[src/rtl/dns_query_packet_builder_assert.svh]
// Assertion macros for the DNS query packet builder.
// Each macro expands to a clocked concurrent assertion, or to nothing in synthesis.
`ifndef DNS_QUERY_PACKET_BUILDER_ASSERT_SVH
`define DNS_QUERY_PACKET_BUILDER_ASSERT_SVH

`ifndef SYNTHESIS
`define DQPB_ASSERT(lbl, clk, rstn, prop) \
  lbl: assert property (@(posedge clk) disable iff (!(rstn)) (prop)) \
    else $error("dqpb assertion failed");
`define DQPB_NEVER(lbl, clk, rstn, cond) \
  lbl: assert property (@(posedge clk) disable iff (!(rstn)) !(cond)) \
    else $error("dqpb forbidden condition");
`else
`define DQPB_ASSERT(lbl, clk, rstn, prop)
`define DQPB_NEVER(lbl, clk, rstn, cond)
`endif

`endif

[src/rtl/dqpb_pkg.sv]
// Shared types and constants of the DNS query packet builder.
// No dependencies.
package dqpb_pkg;

  localparam int LABEL_CAPACITY = 32;
  localparam int CNT_W          = $clog2(LABEL_CAPACITY + 1);
  localparam int HDR_BYTES      = 12;
  localparam int HDR_QDCOUNT_LO = 5;

  localparam logic [7:0] DOT_CHAR  = 8'h2E;
  localparam logic [7:0] QDCOUNT_1 = 8'h01;

  localparam int CFG_IDX_W = 1;
  localparam logic [CFG_IDX_W-1:0] CFG_QUERY_TYPE  = 1'b0;
  localparam logic [CFG_IDX_W-1:0] CFG_QUERY_CLASS = 1'b1;

  typedef struct packed {
    logic [7:0] name_char;
    logic       end_of_name;
  } in_beat_t;

  typedef struct packed {
    logic [7:0] out_byte;
    logic       last_of_packet;
    logic       label_overflow;
  } out_beat_t;

  // control from the sequencer to the label chain
  typedef struct packed {
    logic             load;
    logic [CNT_W-1:0] load_idx;
    logic             shift;
  } chain_ctl_t;

endpackage

[src/rtl/dqpb_cell.sv]
// One byte cell of the label chain.
// Depends on dqpb_pkg (imported for the house convention).
module dqpb_cell
  import dqpb_pkg::*;
(
  input  logic       clk,
  input  logic       load,
  input  logic [7:0] load_data,
  input  logic       shift,
  input  logic [7:0] from_next,
  output logic [7:0] data
);

  logic [7:0] data_r;
  logic [7:0] data_nxt;

  always_comb begin
    data_nxt = data_r;
    if (load) begin
      data_nxt = load_data;
    end else if (shift) begin
      data_nxt = from_next;
    end
  end

  always_ff @(posedge clk) begin
    data_r <= data_nxt;
  end

  assign data = data_r;

endmodule

[src/rtl/dqpb_chain.sv]
// Row of label cells: chars load at the fill position, drain by shifting toward cell 0.
// Depends on dqpb_pkg and dqpb_cell.
module dqpb_chain
  import dqpb_pkg::*;
(
  input  logic       clk,
  input  chain_ctl_t ctl,
  input  logic [7:0] load_data,
  output logic [7:0] head
);

  logic [7:0] cell_q [LABEL_CAPACITY];
  logic [7:0] cell_in [LABEL_CAPACITY];

  for (genvar i = 0; i < LABEL_CAPACITY; i++) begin : g_cell
    if (i == LABEL_CAPACITY - 1) begin : g_tail
      assign cell_in[i] = 8'h00;
    end else begin : g_mid
      assign cell_in[i] = cell_q[i+1];
    end

    dqpb_cell u_cell (
      .clk       (clk),
      .load      (ctl.load && (ctl.load_idx == CNT_W'(i))),
      .load_data (load_data),
      .shift     (ctl.shift),
      .from_next (cell_in[i]),
      .data      (cell_q[i])
    );
  end

  assign head = cell_q[0];

endmodule

[src/rtl/dns_query_packet_builder.sv]
// Top level of the DNS query packet builder: sequencer, config registers, output register.
// Depends on dqpb_pkg, dqpb_chain and dns_query_packet_builder_assert.svh.
//
//  channel | ports                          | payload
//  --------+--------------------------------+------------------------------------
//  in      | in_valid, in_stall, in_data    | in_beat_t: name_char, end_of_name
//  out     | out_valid, out_stall, out_data | out_beat_t: byte, last, overflow
//  cfg     | cfg_we, cfg_index, cfg_wdata   | query_type (0), query_class (1)
//
// A plain character is written straight into the label chain unless the chain is full.
// A name's first beat adds 12 header bytes; a dot adds 1 + label length bytes;
// end of name adds the flushed label, terminator, type and class (5 bytes).
// Every output byte passes through the output register; out_stall holds it there.
// in_stall is high while the sequencer is emitting bytes for the last beat.
// Reset (rst_n low, synchronous) clears control state; label bytes are not cleared.
`include "dns_query_packet_builder_assert.svh"

module dns_query_packet_builder
  import dqpb_pkg::*;
(
  input  logic                 clk,
  input  logic                 rst_n,
  input  logic                 in_valid,
  output logic                 in_stall,
  input  in_beat_t             in_data,
  output logic                 out_valid,
  input  logic                 out_stall,
  output out_beat_t            out_data,
  input  logic                 cfg_we,
  input  logic [CFG_IDX_W-1:0] cfg_index,
  input  logic [15:0]          cfg_wdata
);

  localparam logic [2:0] S_IDLE = 3'd0;
  localparam logic [2:0] S_HDR  = 3'd1;
  localparam logic [2:0] S_LEN  = 3'd2;
  localparam logic [2:0] S_DATA = 3'd3;
  localparam logic [2:0] S_TAIL = 3'd4;

  localparam logic [2:0] TAIL_LAST = 3'd4;

  logic [2:0]       state_r, state_nxt;
  logic [3:0]       hdr_idx_r, hdr_idx_nxt;
  logic [2:0]       tail_idx_r, tail_idx_nxt;
  logic [CNT_W-1:0] label_cnt_r, label_cnt_nxt;
  logic             hdr_sent_r, hdr_sent_nxt;
  logic             ovf_r, ovf_nxt;
  logic             pend_end_r, pend_end_nxt;
  logic             pend_dot_r, pend_dot_nxt;
  logic [15:0]      qtype_r, qclass_r;
  logic             out_valid_r, out_valid_nxt;
  out_beat_t        out_data_r, out_data_nxt;

  logic       accept;
  logic       fire;
  logic       is_dot;
  logic       is_char;
  logic [7:0] head;
  chain_ctl_t ctl;
  logic [2:0] after_hdr;

  assign in_stall = (state_r != S_IDLE);
  assign accept   = in_valid && !in_stall;
  assign is_dot   = !in_data.end_of_name && (in_data.name_char == DOT_CHAR);
  assign is_char  = !in_data.end_of_name && !is_dot;

  // one output byte per cycle while the output register can take it
  assign fire = (state_r != S_IDLE) && (!out_valid_r || !out_stall);

  assign ctl.load     = accept && is_char && (label_cnt_r < CNT_W'(LABEL_CAPACITY));
  assign ctl.load_idx = label_cnt_r;
  assign ctl.shift    = fire && (state_r == S_DATA);

  dqpb_chain u_chain (
    .clk       (clk),
    .ctl       (ctl),
    .load_data (in_data.name_char),
    .head      (head)
  );

  // where the name's work goes once the header (if any) is out
  always_comb begin
    if (pend_end_r) begin
      after_hdr = ((label_cnt_r != '0) || ovf_r) ? S_LEN : S_TAIL;
    end else if (pend_dot_r) begin
      after_hdr = S_LEN;
    end else begin
      after_hdr = S_IDLE;
    end
  end

  always_comb begin
    state_nxt     = state_r;
    hdr_idx_nxt   = hdr_idx_r;
    tail_idx_nxt  = tail_idx_r;
    label_cnt_nxt = label_cnt_r;
    hdr_sent_nxt  = hdr_sent_r;
    ovf_nxt       = ovf_r;
    pend_end_nxt  = pend_end_r;
    pend_dot_nxt  = pend_dot_r;
    out_valid_nxt = out_valid_r && out_stall;
    out_data_nxt  = out_data_r;

    if (accept) begin
      pend_end_nxt = in_data.end_of_name;
      pend_dot_nxt = is_dot;
      hdr_idx_nxt  = '0;
      tail_idx_nxt = '0;
      if (ctl.load) begin
        label_cnt_nxt = label_cnt_r + CNT_W'(1);
      end else if (is_char) begin
        ovf_nxt = 1'b1;
      end
      if (!hdr_sent_r) begin
        state_nxt = S_HDR;
      end else if (in_data.end_of_name) begin
        state_nxt = ((label_cnt_r != '0) || ovf_r) ? S_LEN : S_TAIL;
      end else if (is_dot) begin
        state_nxt = S_LEN;
      end else begin
        state_nxt = S_IDLE;
      end
    end

    if (fire) begin
      out_valid_nxt = 1'b1;
      out_data_nxt  = '0;
      case (state_r)
        S_HDR: begin
          out_data_nxt.out_byte = (hdr_idx_r == 4'(HDR_QDCOUNT_LO)) ? QDCOUNT_1 : 8'h00;
          hdr_idx_nxt = hdr_idx_r + 4'd1;
          if (hdr_idx_r == 4'(HDR_BYTES - 1)) begin
            hdr_sent_nxt = 1'b1;
            state_nxt    = after_hdr;
          end
        end
        S_LEN: begin
          out_data_nxt.out_byte       = 8'(label_cnt_r);
          out_data_nxt.label_overflow = ovf_r;
          ovf_nxt = 1'b0;
          if (label_cnt_r != '0) begin
            state_nxt = S_DATA;
          end else begin
            state_nxt = pend_end_r ? S_TAIL : S_IDLE;
          end
        end
        S_DATA: begin
          out_data_nxt.out_byte = head;
          label_cnt_nxt = label_cnt_r - CNT_W'(1);
          if (label_cnt_r == CNT_W'(1)) begin
            state_nxt = pend_end_r ? S_TAIL : S_IDLE;
          end
        end
        S_TAIL: begin
          tail_idx_nxt = tail_idx_r + 3'd1;
          case (tail_idx_r)
            3'd0:    out_data_nxt.out_byte = 8'h00;
            3'd1:    out_data_nxt.out_byte = qtype_r[15:8];
            3'd2:    out_data_nxt.out_byte = qtype_r[7:0];
            3'd3:    out_data_nxt.out_byte = qclass_r[15:8];
            default: out_data_nxt.out_byte = qclass_r[7:0];
          endcase
          if (tail_idx_r == TAIL_LAST) begin
            out_data_nxt.last_of_packet = 1'b1;
            hdr_sent_nxt = 1'b0;
            state_nxt    = S_IDLE;
          end
        end
        default: begin
          state_nxt = S_IDLE;
        end
      endcase
    end
  end

  always_ff @(posedge clk) begin
    if (!rst_n) begin
      state_r     <= S_IDLE;
      hdr_idx_r   <= '0;
      tail_idx_r  <= '0;
      label_cnt_r <= '0;
      hdr_sent_r  <= 1'b0;
      ovf_r       <= 1'b0;
      pend_end_r  <= 1'b0;
      pend_dot_r  <= 1'b0;
      out_valid_r <= 1'b0;
    end else begin
      state_r     <= state_nxt;
      hdr_idx_r   <= hdr_idx_nxt;
      tail_idx_r  <= tail_idx_nxt;
      label_cnt_r <= label_cnt_nxt;
      hdr_sent_r  <= hdr_sent_nxt;
      ovf_r       <= ovf_nxt;
      pend_end_r  <= pend_end_nxt;
      pend_dot_r  <= pend_dot_nxt;
      out_valid_r <= out_valid_nxt;
    end
    out_data_r <= out_data_nxt;
  end

  // config registers, reset to A / IN
  always_ff @(posedge clk) begin
    if (!rst_n) begin
      qtype_r  <= 16'h0001;
      qclass_r <= 16'h0001;
    end else if (cfg_we) begin
      case (cfg_index)
        CFG_QUERY_TYPE:  qtype_r  <= cfg_wdata;
        CFG_QUERY_CLASS: qclass_r <= cfg_wdata;
        default: ;
      endcase
    end
  end

  assign out_valid = out_valid_r;
  assign out_data  = out_data_r;

  // label fill never passes the chain length
  `DQPB_NEVER(a_cnt_cap, clk, rst_n, label_cnt_r > CNT_W'(LABEL_CAPACITY))
  // draining state always has a byte left in the chain
  `DQPB_NEVER(a_data_nonempty, clk, rst_n, (state_r == S_DATA) && (label_cnt_r == '0))
  // closing class byte ends the packet: next beat starts with a fresh header
  `DQPB_ASSERT(a_tail_rearm, clk, rst_n,
    (fire && (state_r == S_TAIL) && (tail_idx_r == TAIL_LAST)) |=> !hdr_sent_r)

endmodule
[config.mk]
export PLATFORM = sky130hd
export DESIGN_NAME = dns_query_packet_builder
export DESIGN_NICKNAME = d
export VERILOG_FILES = /design/src/rtl/dqpb_pkg.sv /design/src/rtl/dqpb_cell.sv /design/src/rtl/dqpb_chain.sv /design/src/rtl/dns_query_packet_builder.sv
export VERILOG_INCLUDE_DIRS = /design/src /design/src/rtl
export SDC_FILE = /design/constraint.sdc
export NUM_CORES = 1
export LEC_CHECK = 0
export BUFFER_PORTS_ARGS = -buffer_cell sky130_fd_sc_hd__buf_2
export CAP_MARGIN = 20
export CORE_MARGIN = 2
export CORE_UTILIZATION = 45
export DETAILED_ROUTE_END_ITERATION = 16
export PLACE_DENSITY_LB_ADDON = 0.25
export SLEW_MARGIN = 20
export SYNTH_ARGS = -nofsm -noshare
export SYNTH_HDL_FRONTEND = slang
export SYNTH_SLANG_ARGS = --single-unit
[constraint.sdc]
create_clock -name clk -period 6.7 [get_ports clk]
set_input_delay 0.67 -clock clk [delete_from_list [all_inputs] [get_ports clk]]
set_output_delay 0.67 -clock clk [all_outputs]
set_load 0.01 [all_outputs]
=== After elaboration in Yosys (flattened, before gate mapping) ===
Index checks and enable logic that the tools add are counted.

* Register bits after elaboration: 319
* Logic and storage cells: 284

* Add/sub/neg operators: 4
* $lt $le $gt $ge: 1
* Eq/ne operators: 44
* Muxes and demuxes: 101
* Bitwise gates (word level): 1
* Reduce and logical (&&, ||, !) cells: 87

{| class="wikitable"
|+ Operators with widths
! kind !! count
|-
| 2-to-1 mux 8 bit || 64
|-
| == test 6 x 5 -> 1 bit, second input constant || 16
|-
| nonzero test 2 bit || 33
|-
| one-hot mux 8 bit (4 select lines) || 2
|-
| == test 6 x 4 -> 1 bit, second input constant || 8
|-
| 2-to-1 mux 3 bit || 14
|-
| logical AND 1 bit || 40
|-
| == test 6 x 3 -> 1 bit, second input constant || 4
|-
| 2-to-1 mux 6 bit || 4
|-
| == test 3 x 2 -> 1 bit, second input constant || 4
|-
| == test 6 x 2 -> 1 bit, second input constant || 2
|-
| 2-to-1 mux 4 bit || 3
|-
| one-hot mux 3 bit (4 select lines) || 1
|-
| 2-to-1 mux 1 bit || 10
|-
| == test 8 x 6 -> 1 bit, second input constant || 1
|-
| adder 6 x 1 -> 6 bit, second input constant || 1
|-
| == test 3 x 1 -> 1 bit, second input constant || 2
|-
| == test 3 bit, second input constant || 2
|-
| == test 6 x 1 -> 1 bit, second input constant || 1
|-
| zero test 6 bit || 1
|-
| less-than comparator 6 bit, second input constant || 1
|-
| nonzero test 6 bit || 1
|-
| subtractor 6 x 1 -> 6 bit, second input constant || 1
|-
| zero test 1 bit || 5
|-
| other kinds (13) || 17
|}

=== Longest topological paths before layout ===
* Depth after elaboration: 10
* Depth in mapped cells: 7
* Mapped depth without buffers: 7

=== Modules after synthesis ===
A second synthesis with hierarchy kept.

* Cell total of the unflattened synthesis: 1001
* Area total of the unflattened synthesis: 15615.0 µm²

{| class="wikitable"
|+ By module, submodules not included
! module !! instances !! cells an instance !! area an instance (µm²) !! sequential area each (µm²)
|-
| dqpb_cell || 32 || 18 || 377.9 || 240.2
|-
| dns_query_packet_builder || 1 || 377 || 3280.6 || 1361.3
|-
| dqpb_chain || 1 || 48 || 242.7 || 0.0
|}

=== Worst setup path after synthesis ===
OpenSTA, ideal clock, no wires.

* Path kind: input-to-reg
* Start point: input port in_valid
* End point: register u_chain.g_cell[27].u_cell.data_r[0], enable pin
* Library setup time: 334 ps
* Arrival: 2491 ps
* Data required time: 6366 ps
* Slack: 3874 ps
* Stages: 7
* Path buffers: 2
* Cell sequence: or4b_1 > a211o_1 > buf_2 > nor4_2 > and2_1 > buf_2 > nand2b_1

* Cells in the longest elaborated chain, start to end: 5

{| class="wikitable"
|+ RTL lines
! what !! RTL line !! RTL
|-
| start: declaration || dns_query_packet_builder.sv:23 || <nowiki>input logic in_valid,</nowiki>
|-
| logical AND 1 bit || dns_query_packet_builder.sv:63 || <nowiki>assign accept = in_valid && !in_stall;</nowiki>
|-
| logical AND 1 bit (2 in a row) || dns_query_packet_builder.sv:70 || <nowiki>assign ctl.load = accept && is_char && (label_cnt_r < CNT_W'(LABEL_CAPACITY));</nowiki>
|-
| logical AND 1 bit || dqpb_chain.sv:24 || <nowiki>.load (ctl.load && (ctl.load_idx == CNT_W'(i))),</nowiki>
|-
| nonzero test 2 bit (no line) || - ||
|-
| end signal: assignment || dqpb_cell.sv:27 || <nowiki>data_r <= data_nxt;</nowiki>
|-
| end: declaration || dqpb_cell.sv:14 || <nowiki>logic [7:0] data_r;</nowiki>
|}

No other way between the ends.
A chain may end at the register's enable or synchronous reset.

=== Worst setup path after layout ===
* Start point: register state_r[1]
* End point: register u_chain.g_cell[20].u_cell.data_r[1], enable pin

* Cells in the longest elaborated chain, start to end: 7

{| class="wikitable"
|+ RTL lines
! what !! RTL line !! RTL
|-
| start: declaration || dns_query_packet_builder.sv:42 || <nowiki>logic [2:0] state_r, state_nxt;</nowiki>
|-
| start signal: assignment || dns_query_packet_builder.sv:188 || <nowiki>state_r <= state_nxt;</nowiki>
|-
| nonzero test 3 bit || dns_query_packet_builder.sv:62, dns_query_packet_builder.sv:68 ||
|-
| zero test 1 bit || dns_query_packet_builder.sv:63 ||
|-
| logical AND 1 bit || dns_query_packet_builder.sv:63 ||
|-
| logical AND 1 bit (2 in a row) || dns_query_packet_builder.sv:70 ||
|-
| logical AND 1 bit || dqpb_chain.sv:24 ||
|-
| nonzero test 2 bit (no line) (*) || - ||
|-
| end signal: assignment || dqpb_cell.sv:27 ||
|-
| end: declaration || dqpb_cell.sv:14 ||
|}

Mark *: on every way between the ends. The rest lies on a longest branch, timed or not.

==> out/metrics.cfg <==
[critical_path]
crit_path_end_kind=flip-flop
arrival_ns=3.84
ff2ff_setup_slack_ns=3.04
r2r_cells=5
worst_ep_required_time_ns=6.88
criticalPathCategory=reg -> reg
reg2reg_from=state_r[1]
startpoint=state_r[1]
critPathLaunchType=flip-flop
reg2reg_to=u_chain.g_cell[20].u_cell.data[1]
crit_path_max_fanout=16

[global_routing]
grt_pass1_vias=8092
grt_use_total_pct=17.1
grt_max_degree=48
grt_pass1_wl_um=44800
grt_overflow=0
antenna_found_initial=0

[clocking]
cts_tree=built
post_cts_resized=0
cts_inserted_buffers=36
clk_latency_ns=0.52
cts_setup_buffers=0
root_buffer=clkbuf_16
ctsHoldBuffers=0
cts_sinks=319
clock_path_buffers=3
path_clk_slew_ns=0.06
htreeDepth=2

[pwr]
p_total_mw=4.23
vdd_drop_max_uv=250
leakage_nw=5.39
p_per_area_mw_per_mm2=265

[route]
drt_iter0_markers=617
route.detailed.drc=0
drt_wl_total_um=28100
vias_per_cell=5.60
detail-route-antenna-nets=0
post_drt_wl_per_cell_um=19.3
first_pass_iters=6
via_count=8155

[logic_synthesis]
synth_area_leaders=edfxtp_1, mux2_2, dfxtp_1
synth_cells=1010
synth_top_area_share_pct=55.9
yosysWarnings=0
synth_area_per_cell_um2=14.1
netlist_area_mm2=0.0143
synth_flop_cell=edfxtp_1
yosysUniqueCellTypes=60
synthArstFlopShare_pct=0
synth_nets=1053
synth_top_cell_by_area=edfxtp_1
synth_seq_area_share_pct=63.3
synth_seq_cells=319
synth_edf_count=266

[place]
place_congestion=0.820
place_inst=1393
placed_cell_area_mm2=0.0148
io_buffers=42
place_hpwl_um=17300

[hold_path]
hold_depth=3
hold_path_end=qclass_r[0]
min_from=cfg_wdata[0]
hp-class=in -> reg

[final_layout]
num_antenna_cells=0
stdcell_count=1456
seqCellArea_mm2=0.00905
fill_cells=2693
multi_input_area_mm2=0.00494
final_util_pct=50.8
final_nets=1072
drive_gt1_share_pct=34.3
final_area_mm2=0.0160
syn_to_final_growth_pct=11.7

[job]
maxCapViolations=0

[timing]
relSlewSlack_pct=41.8
setup_violations=0
finalHoldViolCount=0
clock_skew_ns=0.0196
rsz0062_at_grt=no
setup_tns_ns=0
fmaxAchievable_mhz=273
worstMarginPinSlew_ns=0.870
period_needed_ns=3.66
drv_slew=0
post-route-period-util_pct=54.6

[floorplanning]
io_pins=43
core_mm2=0.0314
die_h_um=182
die_area_mm2=0.0332
row_count=65
die_x_um=182
initial_core_util_pct=45.5

[status]
status=finished, final reports clean

==> layout make-up <==
| class | instances | area share (%) |
|---|---|---|
| tap | 402 | 3.15 |
| inverter | 9 | 0.212 |
| clock buffer | 48 | 6.32 |
| clock inverter | 15 | 0.981 |
| sequential | 319 | 56.7 |
| timing repair buffer | 48 | 1.60 |
| multi-input combinational | 615 | 31.0 |
==> per-stage QoR <==
| step | hold slack, ns | setup slack [ns] |
|---|---|---|
| after detailed placement | 0.449 | 2.90 |
| after global routing | 0.387 | 2.85 |
| after CTS | 0.375 | 3.14 |
| after floorplan | 0.433 | 3.87 |
| after global placement | 0.439 | 3.04 |
| final | 0.392 | 3.04 |
==> power breakdown <==
part,switching (mW),internal (mW),total (mW)
Sequential,0.0103,2.14,2.15
Combinational,0.0995,0.0407,0.140
Clock,0.764,1.17,1.94
==> synthesized netlist by cell type (4+ instances only) <==
cell type / n
and3_1: 6
a222oi_1: 8
nand2_1: 119
nand3_2: 7
ha_1: 12
nand2b_1: 11
buf_1: 6
a21oi_1: 47
nand2_2: 8
nor2_1: 24
edfxtp_1: 266
mux2_2: 242
a31oi_1: 4
or3_1: 4
nor3_1: 5
nand3_1: 16
clkbuf_1: 53
and2_1: 15
nor2b_1: 9
a21boi_0: 6
dfxtp_1: 53
o22ai_1: 7
mux2i_1: 7
mux2_1: 6
inv_1: 9
buf_2: 6
==> layer usage <==
layer | vias up | track usage (%) | wire length [um]
met5 | - | 0 | 0
met4 | 0 | 4.74 | 523
met3 | 40 | 2.91 | 1480
met2 | 224 | 27.6 | 13100
met1 | 4058 | 23.8 | 12900
li1 | 3833 | - | -
==> placed cells by master, fill, tap and decap left out, drive strengths merged, types with 3 or more instances in the layout <==
cell type | netlist | routed
or3 | 4 | 4
dfxtp | 53 | 53
nor2 | 24 | 24
xor2 | 3 | 3
ha | 12 | 12
a21o | 3 | 3
xnor2 | 3 | 3
clkbuf | 53 | 48
bufinv | 0 | 3
a31oi | 4 | 4
nand2 | 127 | 127
nand2b | 11 | 11
nand3 | 23 | 23
nor4 | 5 | 5
mux2i | 7 | 7
mux2 | 248 | 248
edfxtp | 266 | 266
o22ai | 7 | 7
o21ai | 3 | 3
nor3 | 6 | 6
a21oi | 47 | 47
nor2b | 9 | 9
and2 | 15 | 15
clkinv | 0 | 11
a211oi | 4 | 4
inv | 9 | 10
a21boi | 6 | 6
and3 | 6 | 6
buf | 14 | 48
a222oi | 8 | 8
==> sequential cells by signal, summed over array words and instances, names as in the netlist <==
| name | count |
|---|---|
| u_chain.g_cell.u_cell.data | 256 |
| qclass_r | 16 |
| qtype_r | 16 |
| out_data | 10 |
| label_cnt_r | 6 |
| hdr_idx_r | 4 |
| state_r | 3 |
| tail_idx_r | 3 |
| hdr_sent_r | 1 |
| out_valid | 1 |
| ovf_r | 1 |
| pend_dot_r | 1 |
| pend_end_r | 1 |
==> cells by family after synthesis <==
| group | count (synthesis) | share of synthesized area (%) |
|---|---|---|
| adder cells (fa/ha/maj) | 12 | 1.05 |
| AO/OA/AOI/OAI | 96 | 4.33 |
| flip-flops | 319 | 63.3 |
| XOR/XNOR | 6 | 0.368 |
| buffers and inverters | 76 | 2.10 |
| multiplexers | 255 | 20.0 |
| AND/OR/NAND/NOR | 246 | 8.77 |
==> worst max-delay path by stage <==
stage,depth (start not counted),end
floorplan,7,u_chain.g_cell[27].u_cell.data[0]
global placement,6,u_chain.g_cell[24].u_cell.data[4]
detailed placement,6,u_chain.g_cell[20].u_cell.data[1]
CTS,5,u_chain.g_cell[20].u_cell.data[1]
global route,5,u_chain.g_cell[20].u_cell.data[4]
finish,5,u_chain.g_cell[20].u_cell.data[1]
==> worst max-delay path: stages, from the launching register on <==
cell	delay, ns
dfxtp_1	0.46
or4b_1	0.81
a211oi_2	0.61
and3_1	0.55
and3_1	0.48
nand2b_1	0.40
(Power assumes the default switching activity.)
